$ cat src/rtl/gvs_pkg.sv
// ---------------------------------------------------------------------------
// Gaussian velocity sampler package
// Constants, register indexes and cell payload types shared by the sampler.
// ---------------------------------------------------------------------------
package gvs_pkg;

  localparam int UNIFORM_BITS_DEF = 32;

  // Pipeline geometry
  localparam int LOG_STEPS  = 30;
  localparam int SQRT_STEPS = 19;
  localparam int SER_TERMS  = 6;
  localparam int SQRT_TOP   = 36;

  // Fixed-point constants
  localparam logic [28:0] LN2X2_Q28   = 29'd372130559;
  localparam logic [30:0] HALF_PI_Q30 = 31'd1686629713;
  localparam logic [30:0] ONE_Q30     = 31'h4000_0000;

  // Series divisors, innermost term first
  localparam logic [7:0] COS_DIV [SER_TERMS] = '{8'd132, 8'd90, 8'd56, 8'd30, 8'd12, 8'd2};
  localparam logic [7:0] SIN_DIV [SER_TERMS] = '{8'd156, 8'd110, 8'd72, 8'd42, 8'd20, 8'd6};

  // Register file
  localparam logic [23:0] SPREAD_RESET = 24'd65536;

  typedef enum logic [0:0] {
    REG_SPREAD        = 1'b0,
    REG_MEAN_VELOCITY = 1'b1
  } reg_index_t;

  localparam logic signed [33:0] VEL_MAX = 34'sd2147483647;
  localparam logic signed [33:0] VEL_MIN = -34'sd2147483648;

  // Log cell payload: mantissa, fraction bits so far, leading-zero count
  typedef struct packed {
    logic [31:0] m;
    logic [29:0] frac;
    logic [4:0]  lz;
  } log_t;

  // Square-root cell payload: remainder and root
  typedef struct packed {
    logic [37:0] v;
    logic [37:0] r;
  } sq_t;

  // Series cell payload
  typedef struct packed {
    logic [31:0] x2;
    logic [30:0] t;
    logic [30:0] theta;
    logic [1:0]  quad;
  } ser_t;

endpackage

$ cat src/rtl/gvs_sqrt_cell.sv
// ---------------------------------------------------------------------------
// Square-root cell
// One restoring step of the integer square root, two radicand bits a cell.
// ---------------------------------------------------------------------------
module gvs_sqrt_cell #(
  parameter int Step = 0
) (
  input  logic          clk,
  input  logic          en,
  input  gvs_pkg::sq_t  cell_in,
  output gvs_pkg::sq_t  cell_out
);
  import gvs_pkg::*;

  localparam logic [37:0] Bit = 38'd1 << (SQRT_TOP - 2 * Step);

  logic [38:0] trial;
  sq_t         cell_next;

  // Subtract when the trial fits
  always_comb begin
    trial = 39'(cell_in.r) + 39'(Bit);
    if ({1'b0, cell_in.v} >= trial) begin
      cell_next.v = 38'({1'b0, cell_in.v} - trial);
      cell_next.r = 38'((cell_in.r >> 1) + Bit);
    end else begin
      cell_next.v = cell_in.v;
      cell_next.r = cell_in.r >> 1;
    end
  end

  // Advance
  always_ff @(posedge clk) begin
    if (en) begin
      cell_out <= cell_next;
    end
  end

endmodule

$ cat config.mk
export PLATFORM = sky130hd
export DESIGN_NAME = gvs_sqrt_cell
export DESIGN_NICKNAME = d
export VERILOG_FILES = /design/src/rtl/gvs_pkg.sv /design/src/rtl/gvs_sqrt_cell.sv
export SDC_FILE = /design/constraint.sdc
export NUM_CORES = 1
export LEC_CHECK = 0
export BUFFER_PORTS_ARGS = -buffer_cell sky130_fd_sc_hd__buf_2
export CORE_ASPECT_RATIO = 1.25
export CORE_MARGIN = 10
export CORE_UTILIZATION = 44
export DETAILED_ROUTE_END_ITERATION = 7
export PLACE_DENSITY_LB_ADDON = 0.3
export SLEW_MARGIN = 10
export SYNTH_ARGS = -nofsm -noshare
export SYNTH_HDL_FRONTEND = slang
export SYNTH_SLANG_ARGS = --single-unit
$ cat constraint.sdc
create_clock -name clk -period 7.55 [get_ports clk]
set_clock_uncertainty 0.15 [all_clocks]
set_input_delay 1.51 -clock clk [delete_from_list [all_inputs] [get_ports clk]]
set_output_delay 1.51 -clock clk [all_outputs]
set_load 0.03 [all_outputs]
==> results.yml <==
outcome:
  outcome: "complete, no violations"
floorplan:
  top_level_ports: 154
  start_util: 0.448
  floorplan.die.height_um: 142
  design.die.area_um2: 16600
  die_width_um: 117
  floorplan.rows: 44
  coreArea_um2: 11600
routing:
  post_drt_via_cell_ratio: 5.20
  post_detailed_route_drc_marker_count: 0
  drt_first_iter_violations: 241
  routed-via-count: 4309
  drt_first_pass_iters: 5
  route.detailed.wl_per_inst_um: 16.1
  detail-route-antenna-nets: 0
  postRouteWirelength_um: 13300
clocking:
  cts_bufs_inserted: 9
  clock_tree.root_cell: "clkbuf_16"
  max-clock-path-buffers: 2
  htreeDepth: 3
  cts_hold_buffers: 0
  tritoncts_num_sinks: 76
  clk_pin_slew_worst_paths_ns: 0.06
  post_cts_repair_setup_buffers: 0
  postCtsResizedCells: 0
  clock_tree_from_tritoncts: "built"
yosys:
  synth_compound_area_frac: 0.206
  netlist_instances: 525
  synth_simple_gate_area_frac: 0.134
  ys_seq_area_frac: 0.439
  synth.net_count: 643
  synth_edf_count: 76
  synth_top_family_by_area: "compound AO/OA/AOI/OAI gates"
  synth-async-reset-ratio: 0
  synth_seq_cells: 76
  yosys.cell_types.count: 57
  post_synth_main_area_contributors: "edfxtp_1 (44%), ha_1 (9.4%), a21oi_1 (5.9%)"
  synth.largest_area_cell: "edfxtp_1"
  syn_avg_cell_area_um2: 9.91
  synth_top_area_share: 0.439
  synthAdderAreaFrac: 0.0977
  synth.mux.area_fraction: 0
  synth_xor_area_frac: 0.0556
  synth.yosys.warnings: 0
  syn-cell-area_um2: 5200
  synth_ff_type: "edfxtp_1"
pwr:
  p_per_area_nw_per_um2: 237
  leakagePower_nw: 2.85
  max-vdd-ir-drop_uv: 104
  totalPowerFinal_w: 0.00150
worst_setup_path:
  crit_required_ns: 7.49
  crit_path_max_fanout: 51
  worstSetupEndpointType: "register"
  critPathArrivalTime_ns: 4.43
  critPathLaunchType: "primary input"
  worst-setup-path-type: "in -> reg"
place:
  post-dp-hpwl_um: 10300
  placement.io_buffers: 153
  finalWeightedCongestion: 0.916
  dp.cells: 813
sta:
  final-setup-viol-count: 0
  finalCritPeriodShare: 0.595
  max_freq_mhz: 223
  finalSetupTns_ns: 0
  drv_slew: 0
  final_period_minus_worst_setup_slack_ns: 4.49
  max_slew_margin: 0.315
  hold_ws_ns: 1.21
  tightest_slew_ns: 1.03
  count_of_final_hold_check_violations: 0
  grt_setup_unrepaired: "no"
cells_and_area:
  registers.top_by_ff_count: "cell_out"
  area.growth.synth_to_final_pct: 22.0
  layout.filler_cells: 1064
  largest_reg_flops: 76
  final_common_cell: "buf_2"
  post_route_cells_drive_above_1_share: 0.292
  nets: 781
  antennaDiodeCount: 0
  fin_cells: 829
  mostFrequentLayoutCells: "buf_2 (152), edfxtp_1 (76), a21oi_1 (61), inv_1 (45), nand2_1 (43)"
  regs_by_ff_count: "cell_out (76)"
global_route:
  tot_gr_track_use: 0.160
  via_count_of_the_first_global_routing_pass: 4423
  gr-total-overflow: 0
  grt_first_pass_wirelength_um: 21100
  maximum_number_of_pins_on_one_net_before_global_route_repair: 77
  grt_antenna_before_repair: 0
run:
  cap_violations: 0
worst_hold_path:
  worstHoldPathCells: 1
  worst_hold_path_type: "in -> reg"
critical path: stages:
cell	delay, ns
buf_2	0.12
ha_1	0.27
inv_1	0.04
ha_1	0.29
nor2b_1	0.17
nand4_1	0.20
nand4b_1	0.22
a21oi_1	0.16
a21oi_1	0.09
o21ai_1	0.20
a21o_2	0.83
and2_4	0.28
nor2_1	0.04
metrics by stage:
step	util	setup slack (ns)	instance area [um^2]
6_report	0.546	3.06	6340
5_1_grt	0.546	2.80	6340
4_1_cts	0.546	3.06	6340
3_5_place_dp	0.516	2.70	5990
3_3_place_gp	0.516	2.78	5990
2_1_floorplan	-	3.57	5200
report_power, final:
part / switching [W] / internal (W)
Combinational: 0.000297 / 0.000151
Clock: 0.000163 / 0.000355
Sequential: 0.00000991 / 0.000525
synth_stat cells, types with 4 or more instances:
cell,count
inv_1,45
nand2b_1,6
buf_2,15
xor2_1,14
buf_6,8
nor3_1,4
nand2_1,43
o21ai_0,19
a21oi_2,4
o21a_1,8
ha_1,39
nand3_1,15
o211ai_1,8
xnor2_1,19
edfxtp_1,76
nor2_2,4
nor2_1,40
nand4_1,12
a21oi_1,61
o21ai_1,5
a21o_1,18
a31oi_1,8
kinds of logic after synthesis:
group / Yosys count
AND/OR/NAND/NOR: 146
buffers and inverters: 71
flip-flops: 76
adder cells (fa/ha/maj): 40
XOR/XNOR: 33
AO/OA/AOI/OAI: 159
worst paths after layout:
| check | to | from |
|---|---|---|
| worst max-delay path | cell_out[36] | cell_in[36] |
| worst min-delay path | cell_out[17] | cell_in[18] |
cell type report:
cell class | instances | area, um^2 | share of cell area
Timing Repair Buffer | 153 | 768 | 0.121
Clock inverter | 5 | 124 | 0.0195
Sequential cell | 76 | 2280 | 0.360
Tap cell | 161 | 201 | 0.0317
Clock buffer | 11 | 233 | 0.0367
Inverter | 45 | 169 | 0.0266
Multi-Input combinational cell | 378 | 2570 | 0.405
metal layers:
layer / vias up / GRT usage / part of all wire
met3: 12 / 0.0430 / 0.079
li1: 2173 / - / -
met4: 0 / 0.0593 / 0.015
met5: - / 0 / 0
met2: 163 / 0.275 / 0.50
met1: 1961 / 0.185 / 0.40
No activity file was read; power rests on OpenSTA's default activity.
