`src/rtl/gvs_pkg.sv`:
```
// ---------------------------------------------------------------------------
// Gaussian velocity sampler package
// Constants, register indexes and cell payload types shared by the sampler.
// ---------------------------------------------------------------------------
package gvs_pkg;

  localparam int UNIFORM_BITS_DEF = 32;

  // Pipeline geometry
  localparam int LOG_STEPS  = 30;
  localparam int SQRT_STEPS = 19;
  localparam int SER_TERMS  = 6;
  localparam int SQRT_TOP   = 36;

  // Fixed-point constants
  localparam logic [28:0] LN2X2_Q28   = 29'd372130559;
  localparam logic [30:0] HALF_PI_Q30 = 31'd1686629713;
  localparam logic [30:0] ONE_Q30     = 31'h4000_0000;

  // Series divisors, innermost term first
  localparam logic [7:0] COS_DIV [SER_TERMS] = '{8'd132, 8'd90, 8'd56, 8'd30, 8'd12, 8'd2};
  localparam logic [7:0] SIN_DIV [SER_TERMS] = '{8'd156, 8'd110, 8'd72, 8'd42, 8'd20, 8'd6};

  // Register file
  localparam logic [23:0] SPREAD_RESET = 24'd65536;

  typedef enum logic [0:0] {
    REG_SPREAD        = 1'b0,
    REG_MEAN_VELOCITY = 1'b1
  } reg_index_t;

  localparam logic signed [33:0] VEL_MAX = 34'sd2147483647;
  localparam logic signed [33:0] VEL_MIN = -34'sd2147483648;

  // Log cell payload: mantissa, fraction bits so far, leading-zero count
  typedef struct packed {
    logic [31:0] m;
    logic [29:0] frac;
    logic [4:0]  lz;
  } log_t;

  // Square-root cell payload: remainder and root
  typedef struct packed {
    logic [37:0] v;
    logic [37:0] r;
  } sq_t;

  // Series cell payload
  typedef struct packed {
    logic [31:0] x2;
    logic [30:0] t;
    logic [30:0] theta;
    logic [1:0]  quad;
  } ser_t;

endpackage

```
`src/rtl/gvs_log_cell.sv`:
```
// ---------------------------------------------------------------------------
// Log2 fraction cell
// Squares the Q31 mantissa once and shifts one fraction bit of log2 in.
// ---------------------------------------------------------------------------
module gvs_log_cell (
  input  logic           clk,
  input  logic           en,
  input  gvs_pkg::log_t  cell_in,
  output gvs_pkg::log_t  cell_out
);
  import gvs_pkg::*;

  logic [63:0] square;
  logic [32:0] scaled;
  log_t        cell_next;

  // Square, renormalize, emit one bit
  always_comb begin
    square         = 64'(cell_in.m) * 64'(cell_in.m);
    scaled         = square[63:31];
    cell_next.lz   = cell_in.lz;
    cell_next.frac = {cell_in.frac[28:0], scaled[32]};
    cell_next.m    = scaled[32] ? scaled[32:1] : scaled[31:0];
  end

  // Advance
  always_ff @(posedge clk) begin
    if (en) begin
      cell_out <= cell_next;
    end
  end

endmodule

```
`config.mk`:
```
export PLATFORM = sky130hd
export DESIGN_NAME = gvs_log_cell
export DESIGN_NICKNAME = d
export VERILOG_FILES = /design/src/rtl/gvs_pkg.sv /design/src/rtl/gvs_log_cell.sv
export SDC_FILE = /design/constraint.sdc
export NUM_CORES = 2
export LEC_CHECK = 0
export BUFFER_PORTS_ARGS = -buffer_cell sky130_fd_sc_hd__buf_2
export CAP_MARGIN = 20
export CORE_MARGIN = 3
export CORE_UTILIZATION = 25
export DETAILED_ROUTE_END_ITERATION = 12
export GPL_ROUTABILITY_DRIVEN = 0
export HOLD_SLACK_MARGIN = 0.1
export PLACE_DENSITY = 0.35
export SLEW_MARGIN = 20
export SYNTH_ARGS = -nofsm -noshare
export SYNTH_HDL_FRONTEND = slang
export SYNTH_SLANG_ARGS = --single-unit
```
`constraint.sdc`:
```
create_clock -name clk -period 13.7 [get_ports clk]
set_input_delay 2.74 -clock clk [delete_from_list [all_inputs] [get_ports clk]]
set_output_delay 2.74 -clock clk [all_outputs]
set_load 0.02 [all_outputs]
```
==> flow_summary.json <==
{
  "cts_setup_buffers": 0,
  "max_freq_ghz": 0.0861,
  "cp_max_fo": 33,
  "syn_to_final_growth_pct": 8.87,
  "synth-seq-area-share": 0.0637,
  "setup_viol_count_final": 0,
  "largest_register_ffs": 67,
  "ios": 136,
  "synthCells": 3255,
  "syn_area_um2": 31600,
  "grt_max_degree": 68,
  "critical_path_depth": 24,
  "grt_pass1_vias": 23777,
  "track_usage": 0.153,
  "rows": 129,
  "tns_ns": 0,
  "antenna_found_initial": 8,
  "worstSetupPathType": "in -> reg",
  "hold_start": "cell_in[23]",
  "synthFlopType": "edfxtp_1",
  "postRouteAntennaNets": 0,
  "ys_ff_latch": 67,
  "mostFrequentLayoutCell": "inv_1",
  "drive_gt1_frac": 0.0707,
  "yosys_warnings": 0,
  "slew_headroom": 0.402,
  "crit_family": "adder cells",
  "finalCritPeriodShare": 0.848,
  "cts_tree": "built",
  "worstSetupStartpointType": "primary input",
  "reg_top3": "cell_out (67)",
  "initial_utilization": 0.254,
  "ys_types": 63,
  "status": "complete, no violations",
  "die-area_um2": 131000,
  "syn_nets": 4415,
  "required_ns": 13.78,
  "cts_resized": 0,
  "cap_violations": 0,
  "top_register": "cell_out",
  "clock_path_buffers": 2,
  "max_slew.worst_pin.slew_ns": 0.897,
  "dp_hpwl_um": 82300,
  "chipWidth_um": 362,
  "num_vias": 20788,
  "path_clk_slew_ns": 0.06,
  "slowest_stage": "fa_1",
  "final-hold-violation-count": 0,
  "clock-root-buffer": "clkbuf_16",
  "crit_buf_inv": 4,
  "synthArstFlopShare": 0,
  "cts_hold_buf": 0,
  "finalMaxSlewViolations": 0,
  "post_drt_wl_per_cell_um": 19.6,
  "layout_common_cells": "inv_1 (977), fa_1 (791), ha_1 (300)",
  "drt_iter0_markers": 927,
  "syn_avg_cell_area_um2": 9.71,
  "grt_overflow": 0,
  "fin_nets": 4477,
  "rsz0062_at_grt": "no",
  "endpoint_kind": "flop",
  "cp_cell_sequence": "buf_2 -> inv_1 -> nor2_1 -> fa_1 -> fa_1 -> inv_1 -> fa_1 -> fa_1 -> inv_1 -> fa_1 -> fa_1 -> fa_1 -> fa_1 -> ha_1 -> nand4_1 -> nor2_1 -> o211ai_1 -> a21oi_2 -> nor4_1 -> or2_1 -> o41a_1 -> nand3_1 -> and2_4 -> mux2_2",
  "routed_wl_um": 97400,
  "arrival_ns": 11.70,
  "hold_class": "in -> reg",
  "numCtsBuffers": 9,
  "dieHeight_um": 362,
  "via_per_inst": 4.19,
  "port-buffer-count": 134,
  "grt_first_pass_wirelength_um": 150000,
  "drc": 0,
  "synth_edf_count": 67,
  "layout_min_cycle_time_ns": 11.61,
  "clock_sinks": 67,
  "htreeDepth": 3,
  "path_common_cell": "fa_1",
  "drt-pass1-iter-count": 5,
  "coreArea_um2": 125000,
  "holdPathEnd": "cell_out[24]",
  "worst_path_largest_cell_delay_ns": 0.55,
  "hold-path-cell-count": 1
}
## cells by family (layout without fill, tap and decap cells)
logic type | after synthesis | count (layout) | synth area share
adders and majority gates | 1091 | 1091 | 0.620
and+or+nand+nor | 652 | 652 | 0.102
xor gates and xnor gates | 79 | 79 | 0.0219
muxes | 33 | 33 | 0.0131
buffers and inverters | 1104 | 1171 | 0.132
other | 0 | 1 | 0
DFF | 67 | 67 | 0.0637
AOI/OAI and AO/OA | 229 | 229 | 0.0468
## synth_stat cells (5+ instances only)
library cell	number	share of area
nand4_1	19	0.0038
xor2_1	40	0.011
nor2b_1	11	0.0022
xnor2_1	39	0.011
o21bai_1	9	0.0021
nand2b_1	6	0.0012
nand2_1	283	0.034
o211ai_1	5	0.0012
a21oi_1	69	0.011
a31o_2	12	0.0033
inv_1	977	0.12
clkbuf_1	118	0.014
edfxtp_1	67	0.064
o21ai_0	37	0.0059
a211o_1	6	0.0017
fa_1	791	0.50
or2_2	7	0.0014
mux2i_1	13	0.0041
nor3_1	10	0.0016
ha_1	300	0.12
mux2_4	16	0.0076
and3_1	8	0.0016
a21o_1	38	0.0090
a211oi_1	5	0.0012
and2_1	228	0.045
a31oi_1	18	0.0036
nand3_1	13	0.0021
nor2_1	53	0.0063
o21a_1	5	0.0012
## worst max path at each step
stage | to | start | slack [ns]
6_report | cell_out[36] | cell_in[44] | 2.09
4_1_cts | cell_out[37] | cell_in[44] | 1.94
3_5_place_dp | cell_out[38] | cell_in[44] | 1.62
2_1_floorplan | cell_out[39] | cell_in[49] | 3.32
5_1_grt | cell_out[37] | cell_in[44] | 1.76
3_3_place_gp | cell_out[38] | cell_in[44] | 1.67
## routing by layer
layer | track usage | up-vias | wire length, µm
li1 | - | 9667 | -
met1 | 0.207 | 10835 | 44000
met2 | 0.275 | 240 | 50100
met3 | 0.0110 | 44 | 2110
met4 | 0.0166 | 2 | 1150
met5 | 0 | - | 20
## layout make-up
cell class,count,area [µm²]
Fill cell,13562,90200
Clock buffer,10,229
Timing Repair Buffer,177,993
Sequential cell,67,2010
Clock inverter,6,41.3
Antenna cell,1,2.50
Tap cell,1637,2050
Inverter,978,3670
Multi-Input combinational cell,2084,25400
## through the flow
step                hold slack [ns]  worst slack, ns  instance area (µm²)  cells   util
CTS                            2.55             1.94                34400   4959  0.276
detailed placement             2.92             1.62                34100   4943  0.274
global placement               2.92             1.67                34100   4943  0.274
global route                   2.54             1.76                34400   4959  0.276
finish                         2.57             2.09                34400   4960  0.276
floorplan                      2.84             3.32                31600   3255      -
Power is not shown: default switching activity piles up to over one toggle a cycle in this logic, so the estimate is an artifact.
