File: config.mk
export PLATFORM = sky130hd
export DESIGN_NAME = gvs_series_cell
export DESIGN_NICKNAME = d
export VERILOG_FILES = /design/src/rtl/gvs_pkg.sv /design/src/rtl/gvs_series_cell.sv
export SDC_FILE = /design/constraint.sdc
export NUM_CORES = 2
export LEC_CHECK = 0
export ABC_CLOCK_PERIOD_IN_PS = 25900
export BUFFER_PORTS_ARGS = -buffer_cell sky130_fd_sc_hd__buf_2
export CORE_ASPECT_RATIO = 0.5
export CORE_MARGIN = 5
export CORE_UTILIZATION = 30
export DETAILED_ROUTE_END_ITERATION = 10
export GPL_ROUTABILITY_DRIVEN = 0
export PLACE_DENSITY = 0.53
export SYNTH_ARGS = -nofsm -noshare
export SYNTH_HDL_FRONTEND = slang
export SYNTH_SLANG_ARGS = --single-unit
export TNS_END_PERCENT = 5
File: constraint.sdc
create_clock -name clk -period 25.9 [get_ports clk]
set_input_delay 2.59 -clock clk [delete_from_list [all_inputs] [get_ports clk]]
set_output_delay 2.59 -clock clk [all_outputs]
set_load 0.03 [all_outputs]
File: src/rtl/gvs_pkg.sv
// ---------------------------------------------------------------------------
// Gaussian velocity sampler package
// Constants, register indexes and cell payload types shared by the sampler.
// ---------------------------------------------------------------------------
package gvs_pkg;

  localparam int UNIFORM_BITS_DEF = 32;

  // Pipeline geometry
  localparam int LOG_STEPS  = 30;
  localparam int SQRT_STEPS = 19;
  localparam int SER_TERMS  = 6;
  localparam int SQRT_TOP   = 36;

  // Fixed-point constants
  localparam logic [28:0] LN2X2_Q28   = 29'd372130559;
  localparam logic [30:0] HALF_PI_Q30 = 31'd1686629713;
  localparam logic [30:0] ONE_Q30     = 31'h4000_0000;

  // Series divisors, innermost term first
  localparam logic [7:0] COS_DIV [SER_TERMS] = '{8'd132, 8'd90, 8'd56, 8'd30, 8'd12, 8'd2};
  localparam logic [7:0] SIN_DIV [SER_TERMS] = '{8'd156, 8'd110, 8'd72, 8'd42, 8'd20, 8'd6};

  // Register file
  localparam logic [23:0] SPREAD_RESET = 24'd65536;

  typedef enum logic [0:0] {
    REG_SPREAD        = 1'b0,
    REG_MEAN_VELOCITY = 1'b1
  } reg_index_t;

  localparam logic signed [33:0] VEL_MAX = 34'sd2147483647;
  localparam logic signed [33:0] VEL_MIN = -34'sd2147483648;

  // Log cell payload: mantissa, fraction bits so far, leading-zero count
  typedef struct packed {
    logic [31:0] m;
    logic [29:0] frac;
    logic [4:0]  lz;
  } log_t;

  // Square-root cell payload: remainder and root
  typedef struct packed {
    logic [37:0] v;
    logic [37:0] r;
  } sq_t;

  // Series cell payload
  typedef struct packed {
    logic [31:0] x2;
    logic [30:0] t;
    logic [30:0] theta;
    logic [1:0]  quad;
  } ser_t;

endpackage

File: src/rtl/gvs_series_cell.sv
// ---------------------------------------------------------------------------
// Taylor series cell
// One nested term t' = 1 - (x2 * t) / div, clamped at zero, in three stages.
// ---------------------------------------------------------------------------
module gvs_series_cell #(
  parameter int Term = 0
) (
  input  logic           clk,
  input  logic           en,
  input  gvs_pkg::ser_t  cell_in,
  output gvs_pkg::ser_t  cell_out
);
  import gvs_pkg::*;

  localparam logic [7:0]  CosDiv   = COS_DIV[Term];
  localparam logic [7:0]  SinDiv   = SIN_DIV[Term];
  localparam logic [31:0] CosRecip = 32'((64'd1 << 32) / 64'(CosDiv));
  localparam logic [31:0] SinRecip = 32'((64'd1 << 32) / 64'(SinDiv));

  logic [62:0] prod;
  logic [63:0] recip_prod;
  logic [31:0] recip;
  logic [7:0]  divisor;
  logic [39:0] back_prod;
  logic [31:0] rem;
  logic [31:0] quot;

  ser_t        a_data;
  logic [31:0] a_n;
  ser_t        b_data;
  logic [31:0] b_n;
  logic [31:0] b_q0;
  ser_t        cell_next;

  // Product, reciprocal estimate, one-step correction
  always_comb begin
    prod       = 63'(cell_in.x2) * 63'(cell_in.t);
    recip      = a_data.quad[0] ? SinRecip : CosRecip;
    recip_prod = 64'(a_n) * 64'(recip);
    divisor    = b_data.quad[0] ? SinDiv : CosDiv;
    back_prod  = 40'(b_q0) * 40'(divisor);
    rem        = b_n - back_prod[31:0];
    quot       = (rem >= 32'(divisor)) ? b_q0 + 32'd1 : b_q0;
    cell_next  = b_data;
    cell_next.t = (quot >= 32'(ONE_Q30)) ? 31'd0 : 31'(32'(ONE_Q30) - quot);
  end

  // Advance the three stages
  always_ff @(posedge clk) begin
    if (en) begin
      a_data   <= cell_in;
      a_n      <= prod[61:30];
      b_data   <= a_data;
      b_n      <= a_n;
      b_q0     <= recip_prod[63:32];
      cell_out <= cell_next;
    end
  end

endmodule

==> results.toml <==
[final_layout]
regArea_mm2 = 0.009459
stdcell_count = 8926
drive_gt1_share_pct = 5.434
multi_input_comb_area_mm2 = 0.04605
nNetsFinal = 8236
fill_cells = 21290
fin_util_pct = 32.58
area_growth_pct = 8.177

[sta]
whs_ns = 0.3908
tns_ns = 0
drv_slew = 0
tightest_slew_ns = 1.138
finalCritPeriodShare_pct = 41.82
fin_skew_ns = 0.02931
fin_crit_ns = 10.83
finalSetupViolCount = 0
rsz0062_at_grt = "no"
max_clock_freq_mhz = 92.33
hold_viol = 0
max_slew_margin_pct = 24.00

[placement]
dp.cells = 8859
dpl.hpwl_um = 131700
io_buffers = 193

[die]
fp.dieH_um = 332.1
core_mm2 = 0.2067
io_pins = 194
fp-row-count = 118
die_w_um = 654.2
die_area_mm2 = 0.2173
initial_core_util_pct = 30.12

[grt]
grt_pass1_vias = 44110
grt_overflow = 0
grt_max_degree = 96
grt_pass1_wl_um = 262400
grtUsageTotal_pct = 15.49
antenna_found_initial = 4

[route]
drc = 0
drtIter0Drc = 2274
routed_wl_um = 164300
first_pass_iters = 5
via_count = 40310
drtAntennaViolNets = 0
drt-vias-per-instance = 4.516
routedWlPerCell_um = 18.41

[clock_tree]
clk_pin_slew_ns = 0.06
clock-sinks = 315
cts_max_path_buffers = 3
ctsResizeCount = 0
clock_tree.root_cell = "clkbuf_16"
cts_setup_buffers = 0
cts_hold_buf = 0
insertion_delay_ns = 0.63
htreeDepth = 2
numCtsBuffers = 37
cts_tree = "done"

[setup_path]
crit_path_end_kind = "flip-flop"
arrival_ns = 11.19
path_class = "in2reg"
crit_fanout = 32
cpPeakStageDelay_ns = 0.64
cp.required_ns = 26.26
crit_slowest_cell = "buf_2"
crit_top_cell = "fa_1"
start_kind = "primary input"

[synth]
synth_area_per_cell_um2 = 10.25
ys_ff_latch = 315
synth-edff-count = 315
syn_inst = 6071
ys.flop_type = "edfxtp_1"
syn_area_mm2 = 0.06225
async_reset_ff_share_pct = 0
yosysSeqAreaShare_pct = 15.20
synth_cell_type_count = 84
synth_warnings = 0

[run_status]
status = "finished, final reports clean"

[run]
cap_violations = 0

[hold_path]
hold_path.class = "reg2reg"
worst paths after layout:
kind,startpoint,to,slack (ns),depth (start not counted)
worst min-delay path,a_data[73],b_data[73],0.39,0
worst max register to register,a_data[0],b_q0[24],16.26,26
worst max-delay path,cell_in[77],a_n[31],15.07,32
worst min register to register,a_data[73],b_data[73],0.39,0
critical path, delay by kind of cell:
kind | cells | cell delay [ns]
AO/OA/AOI/OAI | 11 | 2.38
XOR/XNOR | 1 | 0.07
adder cells (fa/ha/maj) | 9 | 4.18
buffers and inverters | 8 | 1.14
AND/OR/NAND/NOR | 3 | 0.76
placed cells by master (no fill, tap or decap), types with 9 or more instances in the layout:
cell type	netlist	final
inv_1	1574	1574
fa_1	1350	1350
ha_1	650	650
nand2_1	628	628
and2_1	493	493
edfxtp_1	315	315
buf_2	4	192
nor2_1	127	127
xnor2_1	107	107
a21oi_1	83	83
o21ai_0	49	49
buf_4	0	45
nand3_1	42	42
clkbuf_16	0	37
nor2b_1	35	35
nor3_1	35	35
a21o_1	31	31
nand4_1	31	31
conb_1	2	30
nand2b_1	21	21
or2_2	21	21
xor2_1	20	20
a31oi_1	18	18
o21a_1	17	17
and3_1	14	14
a211oi_1	14	14
clkinv_1	2	13
mux2i_1	13	13
nor4_1	9	9
sequential cells by signal, summed over array words and instances (netlist names):
name	flops
a_n	32
b_q0	25
cell_out	96
b_data	65
b_n	32
a_data	65
layout make-up:
cell class / instances / area share [%]
inverter: 1576 / 8.785
tap: 2760 / 5.128
multi-input combinational: 3970 / 68.38
clock buffer: 40 / 1.392
sequential: 315 / 14.05
clock inverter: 26 / 0.3084
timing repair buffer: 238 / 1.951
antenna: 1 / 0.003716
synthesized netlist by cell type, drive strengths merged (4+ instances only):
library cell	instances	area (um^2)
or2	21	131.4
inv	1574	5908
ha	650	8133
or3	6	37.54
nand3	43	220.2
nand3b	4	30.03
xor2	20	175.2
o31ai	8	70.06
o21ai	51	255.3
a21o	31	232.7
nor3b	4	30.03
mux2i	13	130.1
nand4	31	193.9
clkbuf	229	860.8
buf	9	68.81
and4	5	43.79
a211o	5	43.79
nor4	10	68.81
o21bai	9	71.32
o221ai	7	61.31
nand2	628	2357
o211ai	11	97.60
nor2	127	476.7
and3	15	98.84
nand2b	21	131.4
nor2b	36	232.7
o22ai	8	63.81
a221oi	4	35.03
a21oi	83	415.4
o21a	17	127.6
edfxtp	315	9459
xnor2	107	937.2
a31oi	19	133.9
fa	1350	27030
a211oi	14	105.1
o2111ai	5	43.79
nor3	35	175.2
and2	493	3084
per-layer routing:
metal	GRT usage [%]	wire, um	up-vias
met4	2.483	2438	0
li1	-	-	18260
met2	25.40	76840	932
met1	22.07	75920	20980
met3	2.281	9125	135
met5	0	0	-
cells by family after synthesis:
family / count (synthesis) / share of synthesized area (%)
simple gates: 1492 / 11.95
other cells: 2 / 0.01206
compound gates: 305 / 3.319
mux: 16 / 0.2633
xor+xnor: 127 / 1.787
flops: 315 / 15.20
fa+ha+maj: 2000 / 56.48
buf+inv: 1814 / 11.00
through the flow:
| stage | setup WS, ns | instance area, um^2 |
|---|---|---|
| floorplan | 15.75 | 62350 |
| global placement | 14.43 | 66190 |
| detailed placement | 14.45 | 66190 |
| CTS | 15.07 | 67340 |
| global route | 14.65 | 67340 |
| finish | 15.07 | 67340 |
Power is not shown: default switching activity piles up to over one toggle a cycle in this logic, so the estimate is an artifact.
